===== src/rtl/core/vjc_pkg.sv =====
// ----------------------------------------------------------------------------
// vjc_pkg
// Shared constants, types and the jet palette for the value-to-color pipeline.
// ----------------------------------------------------------------------------
package vjc_pkg;

	// Palette and fixed-point index format
	localparam int PALETTE_SIZE    = 64;
	localparam int INDEX_FRAC_BITS = 8;

	// Datapath widths
	localparam int DATA_W   = 32;                          // sample and bound width
	localparam int MAG_W    = DATA_W + 1;                  // |sample - low|
	localparam int IDX_W    = $clog2(PALETTE_SIZE);        // palette entry index
	localparam int NUM_W    = MAG_W + IDX_W;               // |sample - low| * (size-1)
	localparam int NUMER_W  = NUM_W + INDEX_FRAC_BITS;     // dividend with fraction bits
	localparam int QUOT_W   = $clog2((PALETTE_SIZE - 1) * (2 ** INDEX_FRAC_BITS));
	localparam int CH_W     = 9;                           // color channel, 0..256
	localparam int WGT_W    = INDEX_FRAC_BITS + 1;         // blend weight, 0..2^frac
	localparam int ACC_W    = CH_W + INDEX_FRAC_BITS + 1;  // blend accumulator

	// Configuration register indexes
	localparam int CFG_IDX_W = 2;
	localparam logic [CFG_IDX_W-1:0] REG_RANGE_LOW   = 2'd0;
	localparam logic [CFG_IDX_W-1:0] REG_RANGE_HIGH  = 2'd1;
	localparam logic [CFG_IDX_W-1:0] REG_INTERPOLATE = 2'd2;

	// Configuration reset values
	localparam logic signed [DATA_W-1:0] RANGE_LOW_RST  = 32'sd0;
	localparam logic signed [DATA_W-1:0] RANGE_HIGH_RST = 32'sd255;
	localparam logic                     INTERP_RST     = 1'b1;

	// Jet ramps: rise and fall points per channel, in palette entries
	localparam int RED_RISE  = 23;
	localparam int RED_FALL  = 71;
	localparam int GRN_RISE  = 7;
	localparam int GRN_FALL  = 55;
	localparam int BLU_RISE  = -9;
	localparam int BLU_FALL  = 39;
	localparam int RAMP_MAX  = 16;
	localparam int RAMP_STEP = 16;

	typedef struct packed {
		logic [CH_W-1:0] red;
		logic [CH_W-1:0] green;
		logic [CH_W-1:0] blue;
	} vjc_rgb_t;

	// Per-word status that travels down the pipe
	typedef struct packed {
		logic empty;   // bounds are equal
		logic clamp;   // index lies at or past the last entry
	} vjc_flags_t;

	// One channel of the palette: triangle ramp, clamped to 0..256
	function automatic logic [CH_W-1:0] jet_ramp(int i, int rise, int fall);
		int up;
		int down;
		int v;
		up   = i - rise;
		down = fall - i;
		v    = (up < down) ? up : down;
		if (v < 0) begin
			v = 0;
		end
		if (v > RAMP_MAX) begin
			v = RAMP_MAX;
		end
		return CH_W'(v * RAMP_STEP);
	endfunction

	function automatic vjc_rgb_t jet_entry(logic [IDX_W-1:0] idx);
		vjc_rgb_t c;
		int       k;
		k       = int'(idx);
		c.red   = jet_ramp(k, RED_RISE, RED_FALL);
		c.green = jet_ramp(k, GRN_RISE, GRN_FALL);
		c.blue  = jet_ramp(k, BLU_RISE, BLU_FALL);
		return c;
	endfunction

endpackage


===== src/rtl/core/vjc_front.sv =====
// ----------------------------------------------------------------------------
// vjc_front
// Input stages: take the distance of the sample from the low bound and scale
// it by the palette's last entry index; flag words that clamp.
// ----------------------------------------------------------------------------
module vjc_front (
	input  logic                               clk,
	input  logic                               arst_n,
	input  logic                               in_valid,
	input  logic signed [vjc_pkg::DATA_W-1:0]  sample,
	input  logic signed [vjc_pkg::DATA_W-1:0]  lo,
	input  logic        [vjc_pkg::DATA_W-1:0]  span,
	input  logic                               empty,
	output logic                               out_valid,
	output logic        [vjc_pkg::NUM_W-1:0]   num,
	output vjc_pkg::vjc_flags_t                flags
);
	import vjc_pkg::*;

	logic                     valid_s1, valid_s2, valid_s3;
	logic signed [DATA_W-1:0] sample_s1;
	logic        [MAG_W-1:0]  mag_s2;
	logic        [NUM_W-1:0]  num_s3;
	vjc_flags_t               flags_s3;

	logic signed [MAG_W-1:0]  diff;
	logic        [MAG_W-1:0]  mag_c;
	logic        [NUM_W-1:0]  num_c;
	logic                     clamp_c;

	// Distance from the low bound; samples below it mirror
	always_comb begin
		diff  = MAG_W'(sample_s1) - MAG_W'(lo);
		mag_c = diff[MAG_W-1] ? MAG_W'(-diff) : MAG_W'(diff);
	end

	// Scale by the last entry index; a distance at or past the span clamps
	always_comb begin
		num_c   = NUM_W'(mag_s2) * NUM_W'(PALETTE_SIZE - 1);
		clamp_c = (mag_s2 >= MAG_W'(span));
	end

	// Advance valid bits
	always_ff @(posedge clk or negedge arst_n) begin
		if (!arst_n) begin
			valid_s1 <= 1'b0;
			valid_s2 <= 1'b0;
			valid_s3 <= 1'b0;
		end else begin
			valid_s1 <= in_valid;
			valid_s2 <= valid_s1;
			valid_s3 <= valid_s2;
		end
	end

	// Advance payload
	always_ff @(posedge clk) begin
		sample_s1      <= sample;
		mag_s2         <= mag_c;
		num_s3         <= num_c;
		flags_s3.clamp <= clamp_c;
		flags_s3.empty <= empty;
	end

	assign out_valid = valid_s3;
	assign num       = num_s3;
	assign flags     = flags_s3;

endmodule


===== src/rtl/core/vjc_div.sv =====
// ----------------------------------------------------------------------------
// vjc_div
// Pipelined restoring divider: one quotient bit per stage. The dividend is
// the scaled distance with the index fraction bits appended; only quotients
// below the last entry matter, so QUOT_W bits are produced.
// ----------------------------------------------------------------------------
module vjc_div (
	input  logic                               clk,
	input  logic                               arst_n,
	input  logic                               in_valid,
	input  logic        [vjc_pkg::NUM_W-1:0]   num,
	input  vjc_pkg::vjc_flags_t                flags_in,
	input  logic        [vjc_pkg::DATA_W-1:0]  span,
	output logic                               out_valid,
	output logic        [vjc_pkg::QUOT_W-1:0]  quot,
	output vjc_pkg::vjc_flags_t                flags_out
);
	import vjc_pkg::*;

	logic [NUMER_W-1:0] numer;

	// Stage inputs (entry 0 is the module input, entry k is register k)
	logic [DATA_W-1:0]  rem_in   [QUOT_W];
	logic [QUOT_W-1:0]  low_in   [QUOT_W];
	logic [QUOT_W-1:0]  quo_in   [QUOT_W];
	logic               vld_in   [QUOT_W];
	vjc_flags_t         flg_in   [QUOT_W];

	// Stage results
	logic [DATA_W-1:0]  rem_nx   [QUOT_W];
	logic [QUOT_W-1:0]  low_nx   [QUOT_W];
	logic [QUOT_W-1:0]  quo_nx   [QUOT_W];

	// Stage registers
	logic [DATA_W-1:0]  rem_pipe [1:QUOT_W];
	logic [QUOT_W-1:0]  low_pipe [1:QUOT_W];
	logic [QUOT_W-1:0]  quo_pipe [1:QUOT_W];
	logic               vld_pipe [1:QUOT_W];
	vjc_flags_t         flg_pipe [1:QUOT_W];

	logic [DATA_W:0]    trial    [QUOT_W];
	logic               ge       [QUOT_W];

	assign numer = {num, {INDEX_FRAC_BITS{1'b0}}};

	// Route stage inputs
	always_comb begin
		for (int k = 0; k < QUOT_W; k++) begin
			if (k == 0) begin
				rem_in[k] = numer[QUOT_W+DATA_W-1:QUOT_W];
				low_in[k] = numer[QUOT_W-1:0];
				quo_in[k] = '0;
				vld_in[k] = in_valid;
				flg_in[k] = flags_in;
			end else begin
				rem_in[k] = rem_pipe[k];
				low_in[k] = low_pipe[k];
				quo_in[k] = quo_pipe[k];
				vld_in[k] = vld_pipe[k];
				flg_in[k] = flg_pipe[k];
			end
		end
	end

	// Shift in the next dividend bit, subtract the span where it fits
	always_comb begin
		for (int k = 0; k < QUOT_W; k++) begin
			trial[k]  = {rem_in[k], low_in[k][QUOT_W-1]};
			ge[k]     = (trial[k] >= {1'b0, span});
			rem_nx[k] = ge[k] ? DATA_W'(trial[k] - {1'b0, span}) : trial[k][DATA_W-1:0];
			low_nx[k] = low_in[k] << 1;
			quo_nx[k] = (quo_in[k] << 1) | QUOT_W'(ge[k]);
		end
	end

	// Advance valid bits
	always_ff @(posedge clk or negedge arst_n) begin
		if (!arst_n) begin
			for (int k = 1; k <= QUOT_W; k++) begin
				vld_pipe[k] <= 1'b0;
			end
		end else begin
			for (int k = 1; k <= QUOT_W; k++) begin
				vld_pipe[k] <= vld_in[k-1];
			end
		end
	end

	// Advance payload
	always_ff @(posedge clk) begin
		for (int k = 1; k <= QUOT_W; k++) begin
			rem_pipe[k] <= rem_nx[k-1];
			low_pipe[k] <= low_nx[k-1];
			quo_pipe[k] <= quo_nx[k-1];
			flg_pipe[k] <= flg_in[k-1];
		end
	end

	assign out_valid = vld_pipe[QUOT_W];
	assign quot      = quo_pipe[QUOT_W];
	assign flags_out = flg_pipe[QUOT_W];

endmodule


===== src/rtl/core/vjc_blend.sv =====
// ----------------------------------------------------------------------------
// vjc_blend
// Output stages: look up the two neighboring palette entries, blend them by
// the index fraction with round-half-up, and register the result word.
// ----------------------------------------------------------------------------
module vjc_blend (
	input  logic                               clk,
	input  logic                               arst_n,
	input  logic                               in_valid,
	input  logic        [vjc_pkg::QUOT_W-1:0]  quot,
	input  vjc_pkg::vjc_flags_t                flags,
	input  logic                               interp,
	output logic                               done,
	output logic        [vjc_pkg::CH_W-1:0]    red,
	output logic        [vjc_pkg::CH_W-1:0]    green,
	output logic        [vjc_pkg::CH_W-1:0]    blue,
	output logic                               range_empty
);
	import vjc_pkg::*;

	localparam logic [WGT_W-1:0] WGT_FULL = WGT_W'(2 ** INDEX_FRAC_BITS);
	localparam logic [ACC_W-1:0] ROUND    = ACC_W'(2 ** (INDEX_FRAC_BITS - 1));

	logic [IDX_W-1:0]           whole;
	logic [IDX_W-1:0]           sel;
	logic [IDX_W-1:0]           sel_up;
	logic [INDEX_FRAC_BITS-1:0] frac_c;

	logic                       valid_b1;
	vjc_rgb_t                   lo_b1, hi_b1;
	logic [INDEX_FRAC_BITS-1:0] frac_b1;
	logic                       empty_b1;

	logic                       done_q;
	vjc_rgb_t                   rgb_q;
	logic                       empty_q;

	vjc_rgb_t                   mix_c;

	// Weighted sum of two entries, rounded half up
	function automatic logic [CH_W-1:0] mix(logic [CH_W-1:0] a, logic [CH_W-1:0] b,
	                                        logic [INDEX_FRAC_BITS-1:0] f);
		logic [WGT_W-1:0] w_hi;
		logic [WGT_W-1:0] w_lo;
		logic [ACC_W-1:0] acc;
		w_hi = WGT_W'(f);
		w_lo = WGT_FULL - w_hi;
		acc  = ACC_W'(a) * ACC_W'(w_lo) + ACC_W'(b) * ACC_W'(w_hi) + ROUND;
		return CH_W'(acc >> INDEX_FRAC_BITS);
	endfunction

	// Pick the entry and fraction: empty range and clamp force a single entry
	always_comb begin
		whole = IDX_W'(quot >> INDEX_FRAC_BITS);
		if (flags.empty) begin
			sel    = '0;
			frac_c = '0;
		end else if (flags.clamp) begin
			sel    = IDX_W'(PALETTE_SIZE - 1);
			frac_c = '0;
		end else begin
			sel    = whole;
			frac_c = interp ? quot[INDEX_FRAC_BITS-1:0] : '0;
		end
		sel_up = sel + IDX_W'(1);
	end

	// Blend each channel
	always_comb begin
		mix_c.red   = mix(lo_b1.red,   hi_b1.red,   frac_b1);
		mix_c.green = mix(lo_b1.green, hi_b1.green, frac_b1);
		mix_c.blue  = mix(lo_b1.blue,  hi_b1.blue,  frac_b1);
	end

	// Advance valid bits
	always_ff @(posedge clk or negedge arst_n) begin
		if (!arst_n) begin
			valid_b1 <= 1'b0;
			done_q   <= 1'b0;
		end else begin
			valid_b1 <= in_valid;
			done_q   <= valid_b1;
		end
	end

	// Advance payload
	always_ff @(posedge clk) begin
		lo_b1    <= jet_entry(sel);
		hi_b1    <= jet_entry(sel_up);
		frac_b1  <= frac_c;
		empty_b1 <= flags.empty;
		rgb_q    <= mix_c;
		empty_q  <= empty_b1;
	end

	assign done        = done_q;
	assign red         = rgb_q.red;
	assign green       = rgb_q.green;
	assign blue        = rgb_q.blue;
	assign range_empty = empty_q;

endmodule


===== src/rtl/core/value_to_jet_color.sv =====
// ----------------------------------------------------------------------------
// value_to_jet_color
// Maps a signed sample to an RGB false color from a blended jet palette.
// ----------------------------------------------------------------------------
// Takes one sample per clock (busy is low once the first clock edge after
// reset has passed) and returns one color word per sample, in order, from a
// pipeline of three input stages, one divider stage per index bit, a palette
// lookup stage and a blend stage. done is high for exactly one cycle with red,
// green, blue and range_empty; the receiver must take the word in that cycle,
// there is no back-pressure. The bounds are ordered internally; equal bounds
// give the first palette entry with range_empty set. Write the configuration
// only while no word is in flight.
// ----------------------------------------------------------------------------
module value_to_jet_color (
	input  logic                                  clk,
	input  logic                                  arst_n,
	input  logic                                  start,
	output logic                                  busy,
	input  logic signed [vjc_pkg::DATA_W-1:0]     sample,
	output logic                                  done,
	output logic        [vjc_pkg::CH_W-1:0]       red,
	output logic        [vjc_pkg::CH_W-1:0]       green,
	output logic        [vjc_pkg::CH_W-1:0]       blue,
	output logic                                  range_empty,
	input  logic                                  cfg_we,
	input  logic        [vjc_pkg::CFG_IDX_W-1:0]  cfg_index,
	input  logic        [vjc_pkg::DATA_W-1:0]     cfg_wdata
);
	import vjc_pkg::*;

	logic signed [DATA_W-1:0] range_low_q;
	logic signed [DATA_W-1:0] range_high_q;
	logic                     interp_q;
	logic signed [DATA_W-1:0] lo_q;
	logic        [DATA_W-1:0] span_q;
	logic                     empty_q;
	logic                     busy_q;

	logic                     accept;
	logic                     front_valid;
	logic [NUM_W-1:0]         front_num;
	vjc_flags_t               front_flags;
	logic                     div_valid;
	logic [QUOT_W-1:0]        div_quot;
	vjc_flags_t               div_flags;

	// Hold busy through reset only
	always_ff @(posedge clk or negedge arst_n) begin
		if (!arst_n) begin
			busy_q <= 1'b1;
		end else begin
			busy_q <= 1'b0;
		end
	end

	assign busy   = busy_q;
	assign accept = start && !busy_q;

	// Write configuration registers; drop writes past the register list
	always_ff @(posedge clk or negedge arst_n) begin
		if (!arst_n) begin
			range_low_q  <= RANGE_LOW_RST;
			range_high_q <= RANGE_HIGH_RST;
			interp_q     <= INTERP_RST;
		end else if (cfg_we) begin
			case (cfg_index)
				REG_RANGE_LOW:   range_low_q  <= cfg_wdata;
				REG_RANGE_HIGH:  range_high_q <= cfg_wdata;
				REG_INTERPOLATE: interp_q     <= cfg_wdata[0];
				default: ;
			endcase
		end
	end

	// Order the bounds and form the span
	always_ff @(posedge clk or negedge arst_n) begin
		if (!arst_n) begin
			lo_q    <= RANGE_LOW_RST;
			span_q  <= DATA_W'(RANGE_HIGH_RST - RANGE_LOW_RST);
			empty_q <= 1'b0;
		end else begin
			if (range_low_q > range_high_q) begin
				lo_q   <= range_high_q;
				span_q <= range_low_q - range_high_q;
			end else begin
				lo_q   <= range_low_q;
				span_q <= range_high_q - range_low_q;
			end
			empty_q <= (range_low_q == range_high_q);
		end
	end

	vjc_front u_front (
		.clk       (clk),
		.arst_n    (arst_n),
		.in_valid  (accept),
		.sample    (sample),
		.lo        (lo_q),
		.span      (span_q),
		.empty     (empty_q),
		.out_valid (front_valid),
		.num       (front_num),
		.flags     (front_flags)
	);

	vjc_div u_div (
		.clk       (clk),
		.arst_n    (arst_n),
		.in_valid  (front_valid),
		.num       (front_num),
		.flags_in  (front_flags),
		.span      (span_q),
		.out_valid (div_valid),
		.quot      (div_quot),
		.flags_out (div_flags)
	);

	vjc_blend u_blend (
		.clk         (clk),
		.arst_n      (arst_n),
		.in_valid    (div_valid),
		.quot        (div_quot),
		.flags       (div_flags),
		.interp      (interp_q),
		.done        (done),
		.red         (red),
		.green       (green),
		.blue        (blue),
		.range_empty (range_empty)
	);

endmodule

===== config.mk =====
export PLATFORM = sky130hd
export DESIGN_NAME = value_to_jet_color
export DESIGN_NICKNAME = d
export VERILOG_FILES = /design/src/rtl/core/vjc_pkg.sv /design/src/rtl/core/vjc_front.sv /design/src/rtl/core/vjc_div.sv /design/src/rtl/core/vjc_blend.sv /design/src/rtl/core/value_to_jet_color.sv
export SDC_FILE = /design/constraint.sdc
export NUM_CORES = 2
export LEC_CHECK = 0
export ABC_AREA = 1
export BUFFER_PORTS_ARGS = -buffer_cell sky130_fd_sc_hd__buf_2
export CORE_MARGIN = 5
export CORE_UTILIZATION = 65
export DETAILED_ROUTE_END_ITERATION = 10
export PLACE_DENSITY = 0.85
export SYNTH_ARGS = -nofsm -noshare
export SYNTH_HDL_FRONTEND = slang
export SYNTH_SLANG_ARGS = --single-unit

===== constraint.sdc =====
create_clock -name clk -period 7.12 [get_ports clk]
set_input_delay 1.424 -clock clk [delete_from_list [all_inputs] [get_ports clk]]
set_output_delay 1.424 -clock clk [all_outputs]
set_load 0.01 [all_outputs]

==> qor.tcl <==
set qor(initial_utilization) 0.655
set qor(worstHoldEndpoint) {u_div.quo_pipe[0][159]}
set qor(area_overhead_vs_synth_pct) 6.96
set qor(die_area_um2) 117000
set qor(timing.critical_path.arrival_ps) 7030
set qor(postSynth.asyncResetShare) 0.169
set qor(mostFrequentLayoutCells) {nand2_1, inv_1, nor2_1}
set qor(maximum_number_of_pins_on_one_net_before_global_route_repair) 83
set qor(max_cap_violations) 0
set qor(drc) 0
set qor(numClockSinks) 886
set qor(timing.slew.headroom) 0.210
set qor(setup.worst_path.end_class) {flop}
set qor(r2r_slack_ps) 720
set qor(tns_ps) 0
set qor(worst_slew_pin_slew_ps) 1180
set qor(drt_iter0_drc) 6701
set qor(chipHeight_um) 341
set qor(critPathKind) {reg -> reg}
set qor(critPathMaxFanout) 15
set qor(grt_use_total) 0.379
set qor(finalNetCount) 11000
set qor(finalCritPeriodShare) 0.899
set qor(synth_enable_flop_cells) 0
set qor(avgViaCountPerCell) 5.95
set qor(cts_tree) {yes}
set qor(post_cts_hold_buffer_count) 0
set qor(worstReg2RegStart) {u_blend.frac_b1[0]}
set qor(post_cts.resized_instances) 0
set qor(postRouteWirelength_um) 227000
set qor(gate_count_after_technology_mapping) 9804
set qor(layoutNonFillerInstCount) 11400
set qor(dr_total_vias) 67700
set qor(ys_seq_area_frac) 0.259
set qor(ctsHtreeMaxLevel) 3
set qor(cts-buffers-inserted) 96
set qor(postSynthAreaPerCell_um2) 7.28
set qor(min_path_cells) 0
set qor(master_of_the_slowest_instance_on_the_critical_path) {ha_1}
set qor(clk_root_buffer_cell) {clkbuf_16}
set qor(hpwlAfterDp_um) 178000
set qor(postCtsSetupBuffers) 0
set qor(buffer_ports.inserted) 99
set qor(hold_path.class) {reg -> reg}
set qor(die_w_um) 341
set qor(crit_chain) {inv_1, ha_1, nand2_1, fa_1, fa_1, fa_1, inv_1, ha_1, a21o_1, a31oi_1, xor2_1, inv_1, ha_1, ha_1, nand2_1, nor3_1, a21oi_1, o21ai_0, a21oi_1, o21ai_0, nand2_1, nand2_1, xnor2_1}
set qor(finalSetupViolCount) 0
set qor(clkLatencyLatePin_ps) 700
set qor(num_rows) 121
set qor(drive_gt1_frac) 0.0510
set qor(report.final.slew_viol_count) 0
set qor(finalClockSkew_ps) 23.3
set qor(worst-path-buf-inv) 3
set qor(route.antenna.remaining_nets) 0
set qor(finalHoldWorstSlack_ps) 317
set qor(clkTransAtPathRegs_ps) 60
set qor(drt_first_pass_iters) 8
set qor(grt_pass1_vias) 64900
set qor(detail_route.wl_per_cell_um) 19.9
set qor(dominantRegCellSynth) {dfxtp_1}
set qor(yosys_warnings) 0
set qor(io_pins) 100
set qor(worst_hold_startpoint) {u_div.quo_pipe[0][144]}
set qor(status) {complete, no violations}
set qor(synth.net_count) 10900
set qor(cp_top_family) {adder cells}
set qor(post_synth_instance_area_um2) 71400
set qor(layout.cells.most_common) {nand2_1}
set qor(cp.required_ps) 7740
set qor(post-place-cells) 11200
set qor(gp_congestion) 1.05
set qor(floorplan.core_area_um2) 109000
set qor(layout_min_cycle_time_ps) 6400
set qor(number_of_antenna_violations_at_the_first_check_in_global_routing) 6
set qor(cp-start-kind) {flop}
set qor(global_route.overflow_total) 0
set qor(ys_ff_latch) 886
set qor(ctsLongestPathBuffers) 3
set qor(synthDistinctLibCells) 61
set qor(grt_setup_unrepaired) {no}
set qor(max_stage_delay_ps) 660
set qor(fmax_mhz) 156
set qor(fillCellCount) 9039
set qor(rr_worst_depth) 23
set qor(worstReg2RegEnd) {u_blend.red[8]}
set qor(timing_hold_violations_final) 0
set qor(global_route_wire_length_before_repair_um) 354000
-- kinds of logic after synthesis --
| kind of cell | Yosys count | share of synthesized area |
|---|---|---|
| DFF | 886 | 0.259 |
| and+or+nand+nor | 3924 | 0.227 |
| AOI/OAI and AO/OA | 1919 | 0.152 |
| xor gates and xnor gates | 567 | 0.0700 |
| other | 1 | 0.0000525 |
| buffers and inverters | 1446 | 0.0822 |
| adders and majority gates | 1061 | 0.210 |
-- Yosys cell counts, types with 56 or more instances --
cell	count	area (um^2)
nand2_1	2285	8580
inv_1	1241	4660
nor2_1	929	3490
ha_1	837	10500
a21oi_1	787	3940
dfxtp_1	736	14700
o21ai_0	495	2480
nand3_1	379	1900
xnor2_1	310	2720
xor2_1	254	2220
fa_1	224	4480
o21ai_1	165	826
dfrtp_1	132	3300
a31oi_1	111	694
nand4_1	95	594
a21o_1	83	623
nor3_1	73	365
buf_2	56	280
-- registers in the layout, summed over array words and instances (netlist names), 13 cells and up --
register,cells
u_div.rem_pipe,416
u_div.quo_pipe,105
u_front.num,38
u_front.mag_s2,33
lo_q,32
range_high_q,32
range_low_q,32
span_q,32
u_front.sample_s1,32
u_div.flg_pipe,28
u_blend.hi_b1,15
u_blend.lo_b1,15
u_div.low_pipe,15
u_div.vld_in,13
-- layout make-up --
cell class / count / area, um^2 / share of cell area
Inverter: 1263 / 4740 / 0.0621
Clock buffer: 132 / 2740 / 0.0359
Antenna cell: 4 / 10.0 / 0.000131
Multi-Input combinational cell: 7472 / 47100 / 0.616
Timing Repair Buffer: 156 / 930 / 0.0122
Clock inverter: 49 / 613 / 0.00803
Sequential cell: 886 / 18500 / 0.242
Tap cell: 1414 / 1770 / 0.0232
-- through the flow --
step / setup slack, ps / util / instance area, um^2
floorplan: 1130 / - / 71400
global placement: 908 / 0.670 / 73000
detailed placement: 800 / 0.670 / 73000
CTS: 732 / 0.700 / 76400
global route: 46.3 / 0.700 / 76400
finish: 717 / 0.701 / 76400
-- layer usage --
metal	global-route usage	up-vias	routed length, um
met5	0	-	24
met4	0.166	4	12100
met3	0.0685	661	20200
met2	0.619	3051	101000
met1	0.495	31600	93100
li1	-	32400	-
-- worst max-delay path by stage --
| stage | from | endpoint | slack (ps) | cells after the start |
|---|---|---|---|---|
| CTS | u_blend.frac_b1[0] | u_blend.red[8] | 730 | 23 |
| global placement | u_blend.frac_b1[1] | u_blend.green[8] | 910 | 31 |
| detailed placement | u_blend.frac_b1[0] | u_blend.red[8] | 800 | 23 |
| floorplan | u_blend.frac_b1[1] | u_blend.red[8] | 1130 | 26 |
| finish | u_blend.frac_b1[0] | u_blend.red[8] | 720 | 23 |
| global route | u_blend.frac_b1[0] | u_blend.red[8] | 50 | 23 |
-- worst register-to-register path: stages, from the launching register on --
cell and delay, ps:
dfxtp_1 570, inv_1 100, ha_1 660, nand2_1 160, fa_1 520, fa_1 530, fa_1 540, inv_1 40
ha_1 360, a21o_1 220, a31oi_1 170, xor2_1 160, inv_1 60, ha_1 290, ha_1 330, nand2_1 90
nor3_1 130, a21oi_1 110, o21ai_0 430, a21oi_1 180, o21ai_0 330, nand2_1 110, nand2_1 100, xnor2_1 120
Power is left out: the tool's default activity adds up to more than one toggle a clock period on the data nets, which glitch-free logic cannot reach.
